--- config.mk ---
export PLATFORM = sky130hd
export DESIGN_NAME = card_deck_store
export DESIGN_NICKNAME = d
export VERILOG_FILES = /design/src/rtl/core/cds_pkg.sv /design/src/rtl/core/cds_ram.sv /design/src/rtl/core/cds_datapath.sv /design/src/rtl/core/cds_ctrl.sv /design/src/rtl/core/card_deck_store.sv
export SDC_FILE = /design/constraint.sdc
export NUM_CORES = 1
export LEC_CHECK = 0
export ABC_AREA = 1
export ABC_CLOCK_PERIOD_IN_PS = 4350
export BUFFER_PORTS_ARGS = -buffer_cell sky130_fd_sc_hd__buf_4
export CAP_MARGIN = 15
export CORE_UTILIZATION = 30
export CTS_CLUSTER_DIAMETER = 200
export DETAILED_ROUTE_END_ITERATION = 10
export PLACE_DENSITY = 0.51
export RECOVER_POWER = 25
export SETUP_SLACK_MARGIN = 0.4
export SLEW_MARGIN = 20
export SYNTH_ARGS = -nofsm -noshare
export SYNTH_HDL_FRONTEND = slang
export SYNTH_SLANG_ARGS = --single-unit
--- constraint.sdc ---
create_clock -name clk_i -period 4.35 [get_ports clk_i]
set_input_delay 0.87 -clock clk_i [delete_from_list [all_inputs] [get_ports clk_i]]
set_output_delay 0.87 -clock clk_i [all_outputs]
set_load 0.005 [all_outputs]
--- src/rtl/core/cds_pkg.sv ---
// Package for the card deck store: operation and status codes, widths and
// controller/datapath command and status structures. No dependencies.
package cds_pkg;

  localparam int Depth        = 64;
  localparam int InitialCards = 52;
  localparam int AddrW        = $clog2(Depth);
  localparam int CountW       = $clog2(Depth + 1);
  localparam int CardW        = 6;
  localparam int RndW         = 15;
  localparam int PosW         = 8;

  localparam logic [2:0] OP_PEEK        = 3'd0;
  localparam logic [2:0] OP_POP         = 3'd1;
  localparam logic [2:0] OP_INSERT      = 3'd2;
  localparam logic [2:0] OP_PUSH_TOP    = 3'd3;
  localparam logic [2:0] OP_PUSH_BOTTOM = 3'd4;
  localparam logic [2:0] OP_CUT         = 3'd5;
  localparam logic [2:0] OP_SWAP        = 3'd6;

  localparam logic [1:0] ST_OK    = 2'd0;
  localparam logic [1:0] ST_EMPTY = 2'd1;
  localparam logic [1:0] ST_FULL  = 2'd2;

  // Source of the RAM write data.
  typedef enum logic [1:0] {
    WR_RDATA = 2'd0,
    WR_HOLD  = 2'd1,
    WR_CARD  = 2'd2,
    WR_INIT  = 2'd3
  } wr_sel_e;

  // Commands from the controller to the datapath.
  typedef struct packed {
    logic              rd_en;
    logic [AddrW-1:0]  rd_addr;
    logic              wr_en;
    logic [AddrW-1:0]  wr_addr;
    wr_sel_e           wr_sel;
    logic              hold_en;    // capture read data into the hold register
    logic              card_load;  // capture the input card of a transaction
  } dp_cmd_t;

  typedef struct packed {
    logic [CardW-1:0] rd_data;
  } dp_sts_t;

endpackage

--- src/rtl/core/cds_ram.sv ---
// Generic single-port-write, single-port-read RAM with registered read.
// No dependencies.
module cds_ram #(
  parameter int Width = 8,
  parameter int Depth = 64
) (
  input  logic                     clk_i,
  input  logic                     we_i,
  input  logic [$clog2(Depth)-1:0] waddr_i,
  input  logic [Width-1:0]         wdata_i,
  input  logic                     re_i,
  input  logic [$clog2(Depth)-1:0] raddr_i,
  output logic [Width-1:0]         rdata_o
);

  logic [Width-1:0] mem_q [Depth];

  always_ff @(posedge clk_i) begin
    if (we_i) begin
      mem_q[waddr_i] <= wdata_i;
    end
    if (re_i) begin
      rdata_o <= mem_q[raddr_i];
    end
  end

endmodule

--- src/rtl/core/cds_datapath.sv ---
// Datapath of the card deck store: the card RAM, a hold register and the
// captured input card. Depends on cds_pkg and cds_ram.
module cds_datapath (
  input  logic                      clk_i,
  input  logic                      rst_ni,
  input  cds_pkg::dp_cmd_t          cmd_i,
  input  logic [cds_pkg::CardW-1:0] card_i,
  output cds_pkg::dp_sts_t          sts_o
);

  localparam int CardW = cds_pkg::CardW;

  logic [CardW-1:0] rdata;
  logic [CardW-1:0] hold_q;
  logic [CardW-1:0] card_q;
  logic [CardW-1:0] wdata;

  // During the clearing pass an entry receives its own index below the
  // initial card count and zero from that count upward.
  always_comb begin
    case (cmd_i.wr_sel)
      cds_pkg::WR_HOLD: wdata = hold_q;
      cds_pkg::WR_CARD: wdata = card_q;
      cds_pkg::WR_INIT: begin
        wdata = (int'(cmd_i.wr_addr) < cds_pkg::InitialCards) ?
                CardW'(cmd_i.wr_addr) : '0;
      end
      default: wdata = rdata;
    endcase
  end

  cds_ram #(
    .Width(cds_pkg::CardW),
    .Depth(cds_pkg::Depth)
  ) u_ram (
    .clk_i  (clk_i),
    .we_i   (cmd_i.wr_en),
    .waddr_i(cmd_i.wr_addr),
    .wdata_i(wdata),
    .re_i   (cmd_i.rd_en),
    .raddr_i(cmd_i.rd_addr),
    .rdata_o(rdata)
  );

  always_ff @(posedge clk_i or negedge rst_ni) begin
    if (!rst_ni) begin
      hold_q <= '0;
      card_q <= '0;
    end else begin
      if (cmd_i.hold_en) begin
        hold_q <= rdata;
      end
      if (cmd_i.card_load) begin
        card_q <= card_i;
      end
    end
  end

  assign sts_o.rd_data = rdata;

endmodule

--- src/rtl/core/cds_ctrl.sv ---
// Controller of the card deck store: sequences init, shifts, rotations,
// swaps and the restoring remainder; drives the datapath by commands.
// Depends on cds_pkg.
module cds_ctrl (
  input  logic                       clk_i,
  input  logic                       rst_ni,
  input  logic                       in_valid_i,
  output logic                       in_stall_o,
  input  logic [2:0]                 op_i,
  input  logic [cds_pkg::PosW-1:0]   position_i,
  input  logic [cds_pkg::RndW-1:0]   random_value_i,
  output logic                       out_valid_o,
  input  logic                       out_stall_i,
  output logic [cds_pkg::CardW-1:0]  top_card_o,
  output logic [1:0]                 status_o,
  output logic [cds_pkg::CountW-1:0] card_count_o,
  output cds_pkg::dp_cmd_t           cmd_o,
  input  cds_pkg::dp_sts_t           sts_i
);

  localparam int AW = cds_pkg::AddrW;
  localparam int CW = cds_pkg::CountW;
  localparam int RW = cds_pkg::RndW;
  localparam int PW = cds_pkg::PosW;
  localparam int BW = $clog2(RW + 1);

  typedef enum logic [4:0] {
    S_INIT, S_IDLE, S_MOD, S_MOD_END, S_TOP_RD, S_TOP_WAIT, S_POP_RD,
    S_POP_WR, S_SHIFT_RD, S_SHIFT_WR, S_PUT, S_ROT_START, S_ROT_HOLD,
    S_ROT_RD, S_ROT_WR, S_ROT_LAST, S_SWAP_RD_A, S_SWAP_RD_B, S_SWAP_WR_A,
    S_SWAP_WR_B, S_DONE
  } state_e;

  state_e                    state_q;
  logic [2:0]                op_q;
  logic [RW-1:0]             rem_q;    // partial remainder
  logic [RW-1:0]             quo_q;    // dividend bits not yet shifted in
  logic [CW-1:0]             div_q;    // divisor
  logic [BW-1:0]             bit_q;    // remainder steps left
  logic [CW-1:0]             count_q;
  logic [CW-1:0]             idx_q;
  logic [CW-1:0]             pos_q;
  logic [CW-1:0]             swp_q;    // partner entry of a swap step
  logic [CW-1:0]             pass_q;   // single-step rotations left
  logic [cds_pkg::CardW-1:0] top_q;
  logic [1:0]                status_q;
  logic                      out_valid_q;
  logic                      accept;
  state_e                    acc_state;
  logic [1:0]                acc_status;
  logic [CW-1:0]             acc_pos;
  logic [RW:0]               trial;
  cds_pkg::dp_cmd_t          cmd;

  assign trial = {rem_q, quo_q[RW-1]} - {{(RW+1-CW){1'b0}}, div_q};

  assign in_stall_o   = (state_q != S_IDLE) || out_valid_q;
  assign accept       = in_valid_i && !in_stall_o;
  assign out_valid_o  = out_valid_q;
  assign top_card_o   = top_q;
  assign status_o     = status_q;
  assign card_count_o = count_q;
  assign cmd_o        = cmd;

  // Decision taken when a transaction is accepted.
  always_comb begin
    acc_state  = S_DONE;
    acc_status = cds_pkg::ST_OK;
    acc_pos    = CW'(position_i);
    case (op_i)
      cds_pkg::OP_PEEK, cds_pkg::OP_POP: begin
        if (count_q == '0) acc_status = cds_pkg::ST_EMPTY;
        else acc_state = S_TOP_RD;
      end
      cds_pkg::OP_INSERT, cds_pkg::OP_PUSH_TOP, cds_pkg::OP_PUSH_BOTTOM: begin
        if (count_q == CW'(cds_pkg::Depth)) begin
          acc_status = cds_pkg::ST_FULL;
        end else if (op_i == cds_pkg::OP_PUSH_TOP || count_q == '0) begin
          acc_pos   = '0;
          acc_state = S_SHIFT_RD;
        end else if (op_i == cds_pkg::OP_PUSH_BOTTOM) begin
          acc_pos   = count_q;
          acc_state = S_SHIFT_RD;
        end else if (position_i > PW'(count_q)) begin
          acc_state = S_MOD;
        end else begin
          acc_state = S_SHIFT_RD;
        end
      end
      cds_pkg::OP_CUT: begin
        if (count_q == '0) acc_status = cds_pkg::ST_EMPTY;
        else acc_state = S_MOD;
      end
      cds_pkg::OP_SWAP: begin
        if (count_q == '0) acc_status = cds_pkg::ST_EMPTY;
        else if (position_i < PW'(count_q)) acc_state = S_MOD;
      end
      default: ;
    endcase
  end

  // Datapath commands decoded from state.
  always_comb begin
    cmd = '0;
    case (state_q)
      S_INIT: begin
        cmd.wr_en   = 1'b1;
        cmd.wr_addr = idx_q[AW-1:0];
        cmd.wr_sel  = cds_pkg::WR_INIT;
      end
      S_IDLE: cmd.card_load = accept;
      S_TOP_RD: cmd.rd_en = 1'b1;
      S_POP_RD, S_ROT_RD: begin
        cmd.rd_en   = (idx_q < count_q);
        cmd.rd_addr = idx_q[AW-1:0];
      end
      S_POP_WR, S_ROT_WR: begin
        cmd.wr_en   = 1'b1;
        cmd.wr_addr = AW'(idx_q - CW'(1));
      end
      S_SHIFT_RD: begin
        cmd.rd_en   = (idx_q > pos_q);
        cmd.rd_addr = AW'(idx_q - CW'(1));
      end
      S_SHIFT_WR: begin
        cmd.wr_en   = 1'b1;
        cmd.wr_addr = idx_q[AW-1:0];
      end
      S_PUT: begin
        cmd.wr_en   = 1'b1;
        cmd.wr_addr = pos_q[AW-1:0];
        cmd.wr_sel  = cds_pkg::WR_CARD;
      end
      S_ROT_START: cmd.rd_en = (pass_q != '0);
      S_ROT_HOLD: cmd.hold_en = 1'b1;
      S_ROT_LAST: begin
        cmd.wr_en   = 1'b1;
        cmd.wr_addr = AW'(count_q - CW'(1));
        cmd.wr_sel  = cds_pkg::WR_HOLD;
      end
      S_SWAP_RD_A: begin
        cmd.rd_en   = 1'b1;
        cmd.rd_addr = pos_q[AW-1:0];
      end
      S_SWAP_RD_B: begin
        cmd.rd_en   = 1'b1;
        cmd.rd_addr = swp_q[AW-1:0];
        cmd.hold_en = 1'b1;
      end
      S_SWAP_WR_A: begin
        cmd.wr_en   = 1'b1;
        cmd.wr_addr = pos_q[AW-1:0];
      end
      S_SWAP_WR_B: begin
        cmd.wr_en   = 1'b1;
        cmd.wr_addr = swp_q[AW-1:0];
        cmd.wr_sel  = cds_pkg::WR_HOLD;
      end
      default: ;
    endcase
  end

  always_ff @(posedge clk_i or negedge rst_ni) begin
    if (!rst_ni) begin
      state_q     <= S_INIT;
      idx_q       <= '0;
      count_q     <= CW'(cds_pkg::InitialCards);
      out_valid_q <= 1'b0;
      op_q        <= '0;
      rem_q       <= '0;
      quo_q       <= '0;
      div_q       <= '0;
      bit_q       <= '0;
      pos_q       <= '0;
      swp_q       <= '0;
      pass_q      <= '0;
      top_q       <= '0;
      status_q    <= '0;
    end else begin
      if (state_q == S_DONE) begin
        out_valid_q <= 1'b1;
      end else if (!out_stall_i) begin
        out_valid_q <= 1'b0;
      end
      case (state_q)
        S_INIT: begin
          idx_q   <= idx_q + CW'(1);
          state_q <= (idx_q == CW'(cds_pkg::Depth - 1)) ? S_IDLE : S_INIT;
        end
        S_IDLE: begin
          if (accept) begin
            op_q     <= op_i;
            top_q    <= '0;
            status_q <= acc_status;
            pos_q    <= acc_pos;
            idx_q    <= count_q;
            bit_q    <= BW'(RW);
            rem_q    <= '0;
            quo_q    <= (op_i == cds_pkg::OP_SWAP) ? random_value_i : RW'(position_i);
            div_q    <= (op_i == cds_pkg::OP_SWAP) ? count_q - CW'(position_i) : count_q;
            state_q  <= acc_state;
          end
        end
        S_MOD: begin
          // One restoring-division step per cycle.
          rem_q   <= trial[RW] ? {rem_q[RW-2:0], quo_q[RW-1]} : trial[RW-1:0];
          quo_q   <= {quo_q[RW-2:0], 1'b0};
          bit_q   <= bit_q - BW'(1);
          state_q <= (bit_q == BW'(1)) ? S_MOD_END : S_MOD;
        end
        S_MOD_END: begin
          case (op_q)
            cds_pkg::OP_INSERT: begin
              pos_q   <= CW'(rem_q);
              state_q <= S_SHIFT_RD;
            end
            cds_pkg::OP_CUT: begin
              pass_q  <= CW'(rem_q);
              state_q <= S_ROT_START;
            end
            cds_pkg::OP_SWAP: begin
              swp_q   <= pos_q + CW'(rem_q);
              state_q <= S_SWAP_RD_A;
            end
            default: state_q <= S_DONE;
          endcase
        end
        S_TOP_RD: state_q <= S_TOP_WAIT;
        S_TOP_WAIT: begin
          top_q   <= sts_i.rd_data;
          idx_q   <= CW'(1);
          state_q <= (op_q == cds_pkg::OP_PEEK) ? S_DONE : S_POP_RD;
        end
        S_POP_RD: begin
          if (idx_q >= count_q) begin
            count_q <= count_q - CW'(1);
            state_q <= S_DONE;
          end else begin
            state_q <= S_POP_WR;
          end
        end
        S_POP_WR: begin
          idx_q   <= idx_q + CW'(1);
          state_q <= S_POP_RD;
        end
        S_SHIFT_RD: state_q <= (idx_q > pos_q) ? S_SHIFT_WR : S_PUT;
        S_SHIFT_WR: begin
          idx_q   <= idx_q - CW'(1);
          state_q <= S_SHIFT_RD;
        end
        S_PUT: begin
          count_q <= count_q + CW'(1);
          state_q <= S_DONE;
        end
        S_ROT_START: state_q <= (pass_q == '0) ? S_DONE : S_ROT_HOLD;
        S_ROT_HOLD: begin
          idx_q   <= CW'(1);
          state_q <= S_ROT_RD;
        end
        S_ROT_RD: state_q <= (idx_q >= count_q) ? S_ROT_LAST : S_ROT_WR;
        S_ROT_WR: begin
          idx_q   <= idx_q + CW'(1);
          state_q <= S_ROT_RD;
        end
        S_ROT_LAST: begin
          pass_q  <= pass_q - CW'(1);
          state_q <= S_ROT_START;
        end
        S_SWAP_RD_A: state_q <= S_SWAP_RD_B;
        S_SWAP_RD_B: state_q <= S_SWAP_WR_A;
        S_SWAP_WR_A: state_q <= S_SWAP_WR_B;
        S_SWAP_WR_B: state_q <= S_DONE;
        S_DONE: state_q <= S_IDLE;
        default: state_q <= S_IDLE;
      endcase
    end
  end

endmodule

--- src/rtl/core/card_deck_store.sv ---
// Top level of the card deck store: controller plus datapath.
// Depends on cds_pkg, cds_ctrl, cds_datapath and cds_ram.
//
// The card deck store holds up to 64 six-bit card codes in a RAM, entry 0
// being the top. After reset a clearing pass writes codes 0 to 51 and zero
// above them; no transaction is accepted meanwhile. One operation is handled
// at a time and gives one result transaction; the input stalls from the
// accepting edge until that result has been taken. An operation on an empty
// or full store, an unused code or a swap index at or past the count goes
// straight to its result. Insert beyond the count and cut first take a
// bit-serial remainder by the count; an in-range swap takes one by the count
// less the position, then swaps two entries. A cut rotates one card at a
// time, because the RAM moves one card per read and write pair.
module card_deck_store (
  input  logic       clk_i,
  input  logic       rst_ni,
  input  logic       in_valid_i,
  output logic       in_stall_o,
  input  logic [2:0] op_i,
  input  logic [5:0] card_code_i,
  input  logic [7:0] position_i,
  input  logic [14:0] random_value_i,
  output logic       out_valid_o,
  input  logic       out_stall_i,
  output logic [5:0] top_card_o,
  output logic [1:0] status_o,
  output logic [6:0] card_count_o
);

  cds_pkg::dp_cmd_t cmd;
  cds_pkg::dp_sts_t sts;

  // The controller sequences every operation and owns the count; the card
  // of a transaction is captured in the datapath when it is accepted.
  cds_ctrl u_ctrl (
    .clk_i         (clk_i),
    .rst_ni        (rst_ni),
    .in_valid_i    (in_valid_i),
    .in_stall_o    (in_stall_o),
    .op_i          (op_i),
    .position_i    (position_i),
    .random_value_i(random_value_i),
    .out_valid_o   (out_valid_o),
    .out_stall_i   (out_stall_i),
    .top_card_o    (top_card_o),
    .status_o      (status_o),
    .card_count_o  (card_count_o),
    .cmd_o         (cmd),
    .sts_i         (sts)
  );

  cds_datapath u_dp (
    .clk_i (clk_i),
    .rst_ni(rst_ni),
    .cmd_i (cmd),
    .card_i(card_code_i),
    .sts_o (sts)
  );

  // The count never exceeds the store depth.
  a_count_range: assert property (@(posedge clk_i) disable iff (!rst_ni)
    card_count_o <= 7'd64) else $error("card count beyond depth");

  // No input is accepted while a result waits.
  a_no_accept_busy: assert property (@(posedge clk_i) disable iff (!rst_ni)
    out_valid_o |-> in_stall_o) else $error("accept while result pending");

  // A full status only reports the full count.
  a_full_count: assert property (@(posedge clk_i) disable iff (!rst_ni)
    (out_valid_o && status_o == cds_pkg::ST_FULL) |-> card_count_o == 7'd64)
    else $error("full status with room left");

endmodule
# == Word level (Yosys, flattened, before mapping) ==
# Memory sizes are Yosys's and may differ from the RTL's. A register that Yosys moved wholly into a read port is not among the register bits.
# Index checks and enable logic that the tools add are counted.
# word_totals
register_bits,104
mem_bits_rw,384
inputBits,36
output_inout_bits,17
wordCells,169
memories,1
# op_classes
n_addsub,9
magnitude_cmp,6
eq_ne,41
muxes,58
n_reduce_logical,38
# memory_table
memory,depth,width,read_ports,rd_ports_with_merged_regs,wr,line,source
u_dp.u_ram.mem_q,64,6,1,1,1,cds_ram.sv:16,logic [Width-1:0] mem_q [Depth];
# op_table
op,count
$pmux W5 S18,1
$mux W7,10
$mux W15,4
$pmux W15 S2,2
$mux W5,11
$pmux W7 S2,3
$eq A5 B4 Y1 const B,8
$pmux W7 S5,1
$pmux W7 S4,1
$eq A5 B5 Y1 const B,5
$pmux W6 S4,1
$sub A7 B1 Y7 const B,3
$eq A5 B3 Y1 const B,4
$pmux W5 S4,1
$reduce_or A2 Y1,10
$pmux W6 S3,1
$sub A16 B7 Y16,1
$eq A3 B3 Y1 const B,5
$pmux W5 S3,1
$add A7 B1 Y7 const B,2
$logic_not A7 Y1,2
$reduce_and A2 Y1,7
$mux W6,2
$pmux W6 S2,1
38 further kinds,65

# == Depth between registers and ports, before layout ==
# Gate-level depths: netlist of the first run.
# depth
word_depth,8
mapped_depth,17
mapped_depth_nobuf,16

# == Cells and area by module ==
# From an unflattened synthesis of the first run, not the netlist that was laid out.
# unflattened
cells_unflattened,2553
area_unflattened_um2,24174.4
# by_module_without_submodules
mod,instances,cells_each,area_per_inst_um2,seq_area_each_um2
cds_ram,1,1376,15990.3,11711.2
cds_ctrl,1,1088,7359.6,2306.0
cds_datapath,1,89,824.5,300.3

# == Worst setup path after synthesis of the first run ==
# Ideal clock, no wire load.
# synth_path
path_kind,register to register
startpoint,register u_ctrl.count_q[2] (netlist: u_ctrl.card_count_o[2])
endpoint,"memory u_dp.u_ram.mem_q[0][0] (netlist name), data pin"
setup_time_ps,548
arrival_ps,3663
required_time_ps,3802
setup_slack_ps,139
stages_incl_launch_ff,13
path_buffers,1
synth_period_minus_slack_ps,4211
cell_sequence,dfstp_2 clkbuf_1 inv_1 nand3_1 xor2_1 nor2_1 nor3_1 nand3_1 inv_2 nand2_1 nand2_1 nand3_1 a21oi_1
# synth_via
elab_chain_cells,5
# synth_lines
element,line,source
from (decl),cds_ctrl.sv:40,logic [CW-1:0] count_q;
from (signal assigned),cds_ctrl.sv:167,count_q <= CW'(cds_pkg::InitialCards);
from (signal assigned),cds_ctrl.sv:236,count_q <= count_q - CW'(1);
from (signal assigned),cds_ctrl.sv:252,count_q <= count_q + CW'(1);
$sub A7 B1 Y7,cds_ctrl.sv:138,cmd.wr_addr = AW'(count_q - CW'(1));
$pmux W7 S5,cds_ctrl.sv:105,case (state_q)
$lt A6 B6 Y1,cds_datapath.sv:25,wdata = (int'(cmd_i.wr_addr) < cds_pkg::InitialCards) ?
$mux W6,cds_datapath.sv:25,
$pmux W6 S3,cds_datapath.sv:21,case (cmd_i.wr_sel)
named net u_dp.u_ram.wdata_i[0],cds_ram.sv:10,"input logic [Width-1:0] wdata_i,"
to (decl),cds_ram.sv:16,
# The timed path passes the listed nets, and every way through them passes these cells.

# == Worst setup path in the final report of the first run ==
# layout_path
startpoint,register u_ctrl.state_q[0]
endpoint,"memory u_dp.u_ram.mem_q[2][3] (netlist name), enable pin"
# layout_via
elab_chain_cells,5
word_cells_on_any_way,14
classes_between,eq/ne: 7; mux: 3; reduce/logical: 4
# layout_lines
element,line,source
from (decl),cds_ctrl.sv:34,state_e state_q;
from (signal assigned),cds_ctrl.sv:188,state_q <= (idx_q == CW'(cds_pkg::Depth - 1)) ? S_IDLE : S_INIT;
from (signal assigned),cds_ctrl.sv:201,state_q <= acc_state;
from (signal assigned),cds_ctrl.sv:209,state_q <= (bit_q == BW'(1)) ? S_MOD_END : S_MOD;
$eq A5 B4 Y1 (tied with other cells),cds_ctrl.sv:105,
"$reduce_or A2 Y1, on equally long branches",n/a,
$pmux W7 S5 (*),cds_ctrl.sv:105,
$mux W1,cds_ram.sv:19,if (we_i) begin
$mux W1 (implied by the code),cds_ram.sv:20,mem_q[waddr_i] <= wdata_i;
# Mark *: on every way between the ends. The rest lies on a longest branch, timed or not.

==> flow_summary.json, run 1 <==
{
  "reg2regPathDepth": 13,
  "hold_depth": 3,
  "synthTopCellsByCount": "nand3_1, nand2_1, edfxtp_1, inv_1, nor2_1",
  "synthCells": 2595,
  "antenna_found_initial": 0,
  "clockBufferDepth": 3,
  "crit_type": "register to register",
  "utilization": 0.348,
  "io_pins": 53,
  "hold_viol": 0,
  "synthArstFlopShare": 0.211,
  "ant_nets": 0,
  "outcome": "finished with violations",
  "synth_area_leaders": "edfxtp_1, dfrtp_1, nand3_1, nand2_1, inv_1",
  "die_h_um": 289,
  "syn_to_final_growth_pct": 14.3,
  "p_total_w": 0.0212,
  "arrival_ns": 4.14,
  "io_buffers": 52,
  "grt_max_degree": 159,
  "power.density_nw_per_um2": 751,
  "grt_overflow": 0,
  "placed_cell_area_sq_um": 26500,
  "synth_edf_count": 390,
  "tightest_slew_ns": 3.02,
  "critPathLaunchType": "register",
  "first_global_vias": 18500,
  "synth_top_area_frac": 0.475,
  "drc": 0,
  "violations": "capacitance limit, slew limit",
  "routed.top_layer": "met4",
  "grt_first_pass_wirelength_um": 114000,
  "grt_setup_unrepaired": "no",
  "cts_sinks": 494,
  "rows": 104,
  "fin_area_sq_um": 28200,
  "synth_nets": 2681,
  "dr.pass1.iters": 5,
  "yosysMostFrequentCell": "nand3_1",
  "drive_above_1_share": 0.0773,
  "synthFlopType": "edfxtp_1",
  "dp.final_hpwl_um": 48100,
  "placed_cells": 3634,
  "syn-cell-area_sq_um": 24700,
  "ys_seq_area_frac": 0.581,
  "crit_path_end_kind": "register",
  "nets": 2720,
  "wirelength_um": 74600,
  "htree_levels": 2,
  "synth.distinct_cells": 54,
  "clk_pin_slew_ns": 0.06,
  "numCtsBuffers": 57,
  "viasPerCell": 5.03,
  "max_freq_mhz": 258,
  "hp-class": "input port to register",
  "totalNegativeSetupSlack_ns": 0,
  "met1Wirelength_um": 34300,
  "slew_headroom": -1.01,
  "cts_root_buf": "clkbuf_16",
  "cts_resized": 0,
  "vias": 18800,
  "ys_ff_latch": 494,
  "min_period_ns": 3.88,
  "syn-mean-instance-area_sq_um": 9.50,
  "finalCritPeriodShare": 0.891,
  "worst_ep_required_time_ns": 4.62,
  "core_area_sq_um": 80900,
  "vdd_drop_max_uv": 693,
  "drt_iter0_drc": 1647,
  "instances_no_fill": 3738,
  "initial_utilization": 0.305,
  "diodes": 0,
  "wl_met3_um": 3900,
  "insertion_delay_ns": 0.64,
  "holdBufCountCts": 0,
  "finalMaxSlewViolations": 55,
  "yosys_warnings": 0,
  "setup_violations": 0,
  "fp.dieW_um": 289,
  "gp_congestion": 0.892,
  "skew_ns": 0.0580,
  "wl_per_cell_um": 20.0,
  "die-area_sq_um": 83300,
  "grtUsageTotal": 0.179,
  "worstPathMaxFanout": 14,
  "cts_tree": "built",
  "p_leak_nw": 11.3,
  "maxCapViolations": 1,
  "synth_top_cell_by_area": "edfxtp_1",
  "routed-wl-met2_um": 34400
}
## worst max-delay path, cell delays in order, from the launching register on
cell and delay [ns]:
dfrtp_1 0.62, nor2_1 0.18, inv_1 0.24, nor2_2 0.15, nor2_1 0.37, inv_2 0.08, nand2_1 0.06, o21ai_0 0.10
nor3_2 0.31, inv_1 0.15, nor2_1 0.17, nand2_1 0.44, nor2_1 0.23, clkbuf_1 0.43
## kinds of logic after synthesis
| family | count (synthesis) | share of synthesized area |
|---|---|---|
| buf+inv | 451 | 0.0727 |
| fa+ha+maj | 50 | 0.0263 |
| xor+xnor | 32 | 0.0114 |
| compound gates | 233 | 0.0551 |
| mux | 5 | 0.00228 |
| simple gates | 1330 | 0.252 |
| flops | 494 | 0.581 |
## final timing paths
check,from,to,slack (ns)
setup / recovery,u_ctrl.state_q[0],u_dp.u_ram.mem_q[2][3],0.47
hold / removal,card_code_i[3],u_dp.card_q[3],0.45
setup reg to reg,u_ctrl.state_q[0],u_dp.u_ram.mem_q[2][3],0.47
hold reg to reg,u_ctrl.status_o[0],u_ctrl.status_o[0],0.49
max in group asynchronous,rst_ni,u_ctrl.idx_q[6],1.09
min in group asynchronous,rst_ni,u_ctrl.quo_q[6],1.22
## cell usage in the layout, fill, tap and decap left out, types with 4 or more instances in the layout
master       n
xor2_1      25
buf_12      15
clkinv_2     8
nand2_1    486
o21ai_1      5
a31oi_1      6
o311ai_0     5
buf_4       66
edfxtp_1   390
o21ai_0    112
o211ai_1    10
clkbuf_1    26
clkinv_1    14
ha_1        47
xnor2_1      7
inv_2       10
clkbuf_16   57
nor3_2       4
o221ai_1    14
clkbuf_4     9
inv_1      313
o22ai_1     11
dfrtp_1    101
nand4_1     15
mux2_2       5
nor3_1      23
nor4_1       7
nor2_1     172
nand3_1    497
nand3b_1   108
nor2_2       6
a21oi_1     45
## power breakdown
group          switching [W]  leakage, nW  internal, W
Combinational        0.00664         5.62      0.00265
Clock                0.00200        0.866      0.00261
Sequential          0.000521         4.85      0.00674
Total                0.00916         11.3       0.0120
## per-layer routing
metal,GRT usage,vias to the layer above
li1,-,8953
met1,0.253,9197
met2,0.286,559
met3,0.0216,111
met4,0.0521,0
met5,0,-
## registers in the layout, summed over array words and instances (netlist names)
name / cells
u_ctrl.op_q: 3
u_ctrl.pos_q: 7
u_ctrl.status_o: 2
u_dp.u_ram.mem_q: 384
u_ctrl.out_valid_o: 1
u_ctrl.div_q: 7
u_ctrl.bit_q: 4
u_ctrl.card_count_o: 7
u_ctrl.top_card_o: 6
u_ctrl.swp_q: 6
u_ctrl.idx_q: 7
u_ctrl.quo_q: 15
u_ctrl.rem_q: 15
u_ctrl.pass_q: 7
u_dp.u_ram.rdata_o: 6
u_ctrl.state_q: 5
u_dp.hold_q: 6
u_dp.card_q: 6
## final cells by class
type,count,area [sq um]
Sequential cell,494,14300
Fill cell,8238,52800
Multi-Input combinational cell,1650,8580
Clock buffer,72,1490
Inverter,326,1230
Clock inverter,31,292
Tap cell,1060,1330
Timing Repair Buffer,105,946
## through the flow
step	setup WS [ns]	hold slack, ns
CTS	0.655	0.299
global placement	0.666	0.472
global route	0.219	0.451
finish	0.472	0.447
detailed placement	0.692	0.475
floorplan	0.885	0.449
## timing repair
action                                  CTS  global route
endpoints found under the setup margin    0            52
setup buffers                             0             1
endpoints found under the hold margin     0             0
(Power assumes the default switching activity.)
==> inputs of run 2 (changes only) <==
--- a/config.mk
+++ b/config.mk
@@ -5,7 +5,7 @@
 export SDC_FILE = /design/constraint.sdc
 export NUM_CORES = 1
 export LEC_CHECK = 0
-export ABC_AREA = 1
+export ABC_AREA = 0
 export ABC_CLOCK_PERIOD_IN_PS = 4350
 export BUFFER_PORTS_ARGS = -buffer_cell sky130_fd_sc_hd__buf_4
 export CAP_MARGIN = 15
==> flow_summary.json, run 2 <==
{
  "outcome": "finished with violations",
  "violations": "capacitance limit, slew limit",
  "synth.distinct_cells": 73,
  "gp_congestion": 0.876,
  "synthTopCellsByCount": "nand2_1, edfxtp_1, nor2_1, nand3_1, dfrtp_1",
  "cts_sinks": 494,
  "first_global_vias": 17100,
  "placed_cells": 3182,
  "seqPwrFrac": 0.351,
  "initial_utilization": 0.303,
  "diodes": 0,
  "slew_headroom": -0.810,
  "synthArstFlopShare": 0.211,
  "grtUsageTotal": 0.180,
  "viasPerCell": 5.27,
  "drc": 0,
  "grt_first_pass_wirelength_um": 108000,
  "p_total_w": 0.0224,
  "reg_top3": "u_dp.u_ram.mem_q x384, u_ctrl.quo_q x15, u_ctrl.rem_q x15",
  "yosysMostFrequentCell": "nand2_1",
  "syn-cell-area_sq_um": 23400,
  "max_freq_mhz": 253,
  "min_period_ns": 3.95,
  "die-area_sq_um": 79100,
  "largest_reg_flops": 384,
  "die_h_um": 281,
  "wl_per_cell_um": 22.0,
  "insertion_delay_ns": 0.64,
  "nFillCells": 7722,
  "synthFlopType": "edfxtp_1",
  "yosys_warnings": 0,
  "ant_nets": 0,
  "worstPathMaxFanout": 17,
  "reg2regPathDepth": 8,
  "pwr-share-clk": 0.232,
  "clk_pin_slew_ns": 0.06,
  "grt_setup_unrepaired": "no",
  "synth_top_cell_by_area": "edfxtp_1",
  "synth_area_leaders": "edfxtp_1, dfrtp_1, nand2_1, nand3_1, nor2_1",
  "syn_to_final_growth_pct": 17.6,
  "hold_viol": 0,
  "synth_nets": 2211,
  "nets": 2287,
  "synthCells": 2125,
  "grt_overflow": 0,
  "hold_path_end": "u_dp.card_q[4]",
  "vias": 17300,
  "cts_root_buf": "clkbuf_16",
  "arrival_ns": 4.23,
  "tightest_slew_ns": 2.71,
  "totalNegativeSetupSlack_ns": 0,
  "worst_ep_required_time_ns": 4.62,
  "ys_ff_latch": 494,
  "final_common_cell": "nand2_1",
  "instances_no_fill": 3287,
  "drt_iter0_drc": 1792,
  "critPathLaunchType": "register",
  "maxCapViolations": 1,
  "rows": 102,
  "finalMaxSlewViolations": 50,
  "hp-class": "input port to register",
  "layout_common_cells": "nand2_1, edfxtp_1, nor2_1",
  "synth_top_area_frac": 0.500,
  "core_area_sq_um": 77300,
  "wirelength_um": 72400,
  "ys_seq_area_frac": 0.612,
  "ff2ff_setup_slack_ns": 0.40,
  "io_buffers": 52,
  "regMostFlops": "u_dp.u_ram.mem_q",
  "p_leak_nw": 10.2,
  "p_sw_frac": 0.405,
  "p_comb_frac": 0.417,
  "numCtsBuffers": 55,
  "r2r_start": "u_ctrl.state_q[3]",
  "hold_depth": 3,
  "synth_edf_count": 390,
  "grt_max_degree": 68,
  "setup_violations": 0,
  "hp-start": "card_code_i[4]",
  "cts_tree": "built",
  "syn-mean-instance-area_sq_um": 11.0,
  "drive_above_1_share": 0.121,
  "vdd_drop_max_uv": 556,
  "rr_endpoint": "u_dp.u_ram.mem_q[61][4]",
  "power.density_nw_per_um2": 815,
  "skew_ns": 0.0560,
  "crit_type": "register to register",
  "clockBufferDepth": 3,
  "htree_levels": 2,
  "fp.dieW_um": 281,
  "antenna_found_initial": 0,
  "dr.pass1.iters": 5,
  "io_pins": 53,
  "power.internal_w": 0.0134,
  "dp.final_hpwl_um": 48300,
  "crit_path_end_kind": "register",
  "finalCritPeriodShare": 0.909,
  "holdBufCountCts": 0,
  "power.switching_w": 0.00908
}
-- run 2: cell type report --
| type | instances | area (sq um) | area share |
|---|---|---|---|
| Tap cell | 1040 | 1300 | 0.0473 |
| Clock inverter | 43 | 637 | 0.0231 |
| Timing Repair Buffer | 138 | 1180 | 0.0429 |
| Inverter | 54 | 203 | 0.00736 |
| Clock buffer | 60 | 1400 | 0.0507 |
| Sequential cell | 494 | 14300 | 0.520 |
| Multi-Input combinational cell | 1458 | 8490 | 0.308 |
-- run 2: stage by stage --
| stage | setup slack (ns) | utilization | instance area (sq um) | hold WS, ns |
|---|---|---|---|---|
| 3_5_place_dp | 0.421 | 0.329 | 25500 | 0.476 |
| 4_1_cts | 0.419 | 0.356 | 27500 | 0.282 |
| 5_1_grt | 0.214 | 0.356 | 27500 | 0.429 |
| 3_3_place_gp | 0.440 | 0.329 | 25500 | 0.468 |
| 6_report | 0.397 | 0.356 | 27500 | 0.443 |
| 2_1_floorplan | 0.775 | - | 23400 | 0.446 |
-- run 2: critical path, cell delays in order, from the launching register on --
cell      delay, ns
dfrtp_1        0.73
xor2_1         0.34
nor2_1         0.21
a22oi_1        0.16
o21ai_0        0.11
a211oi_1       0.62
nor2b_1        0.26
nand2_1        0.52
nor2_1         0.67
-- run 2: routing by layer --
layer  wire [um]  vias to the layer above  track usage
li1            -                     7975            -
met4        2200                        0       0.0635
met2       32800                      616        0.283
met3        5000                      111       0.0389
met5           0                        -            0
met1       32300                     8634        0.243
-- run 2: what timing repair did --
| action | in CTS | in global routing |
|---|---|---|
| resized for setup | 0 | 22 |
| endpoints found under the setup margin | 0 | 277 |
| setup buffers | 0 | 0 |
-- run 2: kinds of logic (layout without fill, tap and decap cells) --
kind of cell,after synthesis,count (layout),share of synthesized area
muxes,50,50,0.0225
xor gates and xnor gates,34,34,0.0127
buffers and inverters,175,295,0.0326
DFF,494,494,0.612
AOI/OAI and AO/OA,379,381,0.113
and+or+nand+nor,943,943,0.180
adders and majority gates,50,50,0.0277
-- run 2: how the worst max path moves through the flow --
stage	from	depth (start not counted)	slack, ns	to
floorplan	u_ctrl.idx_q[0]	11	0.77	u_dp.u_ram.mem_q[0][3]
global placement	u_ctrl.state_q[3]	8	0.44	u_dp.u_ram.mem_q[20][5]
detailed placement	u_ctrl.state_q[0]	10	0.42	u_dp.u_ram.rdata_o[5]
CTS	u_ctrl.state_q[0]	8	0.42	u_dp.u_ram.mem_q[20][0]
finish	u_ctrl.state_q[3]	8	0.40	u_dp.u_ram.mem_q[61][4]
global route	u_ctrl.state_q[3]	10	0.21	u_dp.u_ram.mem_q[0][5]
-- run 2: power by group through the flow --
stage	Combinational [W]	Clock, W	Sequential [W]
after floorplan	0.00554	0	0.00766
after global placement	0.00910	0	0.00794
after detailed placement	0.00923	0	0.00794
after CTS	0.00926	0.00529	0.00785
after global routing	0.0101	0.00547	0.00794
final	0.00934	0.00521	0.00788
==> inputs of run 3 (changes only) <==
--- a/config.mk
+++ b/config.mk
@@ -12,6 +12,7 @@
 export CORE_UTILIZATION = 30
 export CTS_CLUSTER_DIAMETER = 200
 export DETAILED_ROUTE_END_ITERATION = 10
+export MAX_ROUTING_LAYER = met4
 export PLACE_DENSITY = 0.51
 export RECOVER_POWER = 25
 export SETUP_SLACK_MARGIN = 0.4
==> flow_summary.json, run 3 (same netlist as run 2, synthesis figures left out) <==
{
  "wl_per_cell_um": 22.1,
  "skew_ns": 0.0385,
  "grt_first_pass_wirelength_um": 110000,
  "drt_iter0_drc": 1708,
  "cts_sinks": 494,
  "die_h_um": 281,
  "tightest_slew_ns": 1.80,
  "die-area_sq_um": 79100,
  "hold_slack_ns": 0.438,
  "final_common_cell": "nand2_1",
  "p_leak_nw": 10.1,
  "grt_max_degree": 69,
  "ant_nets": 0,
  "gp_congestion": 0.870,
  "syn_to_final_growth_pct": 16.9,
  "utilization": 0.354,
  "grt_overflow": 0,
  "io_pins": 53,
  "core_area_sq_um": 77300,
  "cts_root_buf": "clkbuf_16",
  "finalCritPeriodShare": 0.918,
  "reg_top3": "u_dp.u_ram.mem_q x384, u_ctrl.quo_q x15, u_ctrl.rem_q x15",
  "totalNegativeSetupSlack_ns": 0,
  "multiInputGateArea_sq_um": 8560,
  "violations": "capacitance limit, slew limit",
  "initial_utilization": 0.303,
  "clk_pin_slew_ns": 0.07,
  "critPathLaunchType": "register",
  "grtUsageTotal": 0.188,
  "grt_setup_unrepaired": "yes",
  "crit_type": "register to register",
  "drc": 0,
  "hold_viol": 0,
  "cts_tree": "built",
  "min_period_ns": 3.99,
  "hp-class": "input port to register",
  "fin_ws_ns": 0.356,
  "vias": 17500,
  "fp.dieW_um": 281,
  "detailedPlace.worstSlack_ns": 0.319,
  "setup_violations": 0,
  "worstPathMaxFanout": 17,
  "first_global_vias": 17200,
  "clockBufferDepth": 3,
  "slew_headroom": -0.198,
  "regMostFlops": "u_dp.u_ram.mem_q",
  "vdd_drop_max_uv": 563,
  "arrival_ns": 4.35,
  "wirelength_um": 72600,
  "numCtsBuffers": 55,
  "worst_ep_required_time_ns": 4.71,
  "outcome": "finished with violations",
  "largest_reg_flops": 384,
  "layout_common_cells": "nand2_1, edfxtp_1, nand3_1",
  "maxCapViolations": 1,
  "seq_area_sq_um": 14300,
  "nFillCells": 7745,
  "htree_levels": 2,
  "finalMaxSlewViolations": 69,
  "insertion_delay_ns": 0.63,
  "drive_above_1_share": 0.130,
  "antenna_found_initial": 0,
  "crit_path_end_kind": "register",
  "diodes": 0,
  "dr.pass1.iters": 5,
  "max_freq_mhz": 250,
  "viasPerCell": 5.32,
  "dp.final_hpwl_um": 48300,
  "rows": 102,
  "nets": 2287,
  "power.density_nw_per_um2": 804,
  "io_buffers": 52
}
[run 3: layer usage]
metal,vias to the layer above,share of wire,track usage,routed length [um]
li1,7971,-,-,-
met1,8776,0.45,0.259,32900
met2,639,0.46,0.291,33400
met3,114,0.062,0.0242,4500
met4,0,0.025,0.0521,1820
met5,-,0,-,0
[run 3: layout make-up]
cell class              instances  area share
clock inverters                38      0.0133
inverters                      54     0.00741
repair buffers                138      0.0424
multi-input cells            1458       0.313
well taps                    1040      0.0476
clock buffers                  65      0.0532
flip-flops and latches        494       0.523
[run 3: metrics by stage]
step,cell area (sq um),instances,power (W)
2_1_floorplan,23400,2125,0.0132
3_3_place_gp,25400,3181,0.0172
3_5_place_dp,25400,3181,0.0172
4_1_cts,27300,3285,0.0220
5_1_grt,27400,3287,0.0231
6_report,27400,3287,0.0220
[run 3: power breakdown]
part	internal, W	switching [W]
combinational	0.00297	0.00646
sequential	0.00717	0.000709
clock	0.00269	0.00199
total	0.0128	0.00917
[run 3: path summary, 6_finish.rpt]
path / from / to / slack (ns) / cells past startpoint
hold / removal: card_code_i[1] / u_dp.card_q[1] / 0.44 / 3
setup / recovery: u_ctrl.state_q[0] / u_dp.u_ram.rdata_o[2] / 0.36 / 10
hold reg to reg: u_ctrl.bit_q[3] / u_ctrl.bit_q[3] / 0.48 / 1
setup reg to reg: u_ctrl.state_q[0] / u_dp.u_ram.rdata_o[2] / 0.36 / 10
min in group asynchronous: rst_ni / u_ctrl.rem_q[11] / 0.73 / 1
max in group asynchronous: rst_ni / u_ctrl.state_q[3] / 1.81 / 2
[run 3: critical path: stages (launching register included)]
cell and delay, ns:
dfrtp_1 0.75, nor3b_1 0.19, o211a_1 0.41, or2_4 0.43
buf_4 0.22, a211oi_1 0.48, a311oi_1 0.10, a311oi_1 0.56
a21oi_1 0.08, a21oi_1 0.36, a211oi_1 0.14
[run 3: what timing repair did]
action / 4_1_cts / 5_1_grt
cloned: 1 / 1
pin swaps: 1 / 2
resized for setup: 8 / 41
endpoints found under the setup margin: 107 / 420
hold buffers: 0 / 0
buffers inserted: 0 / 1
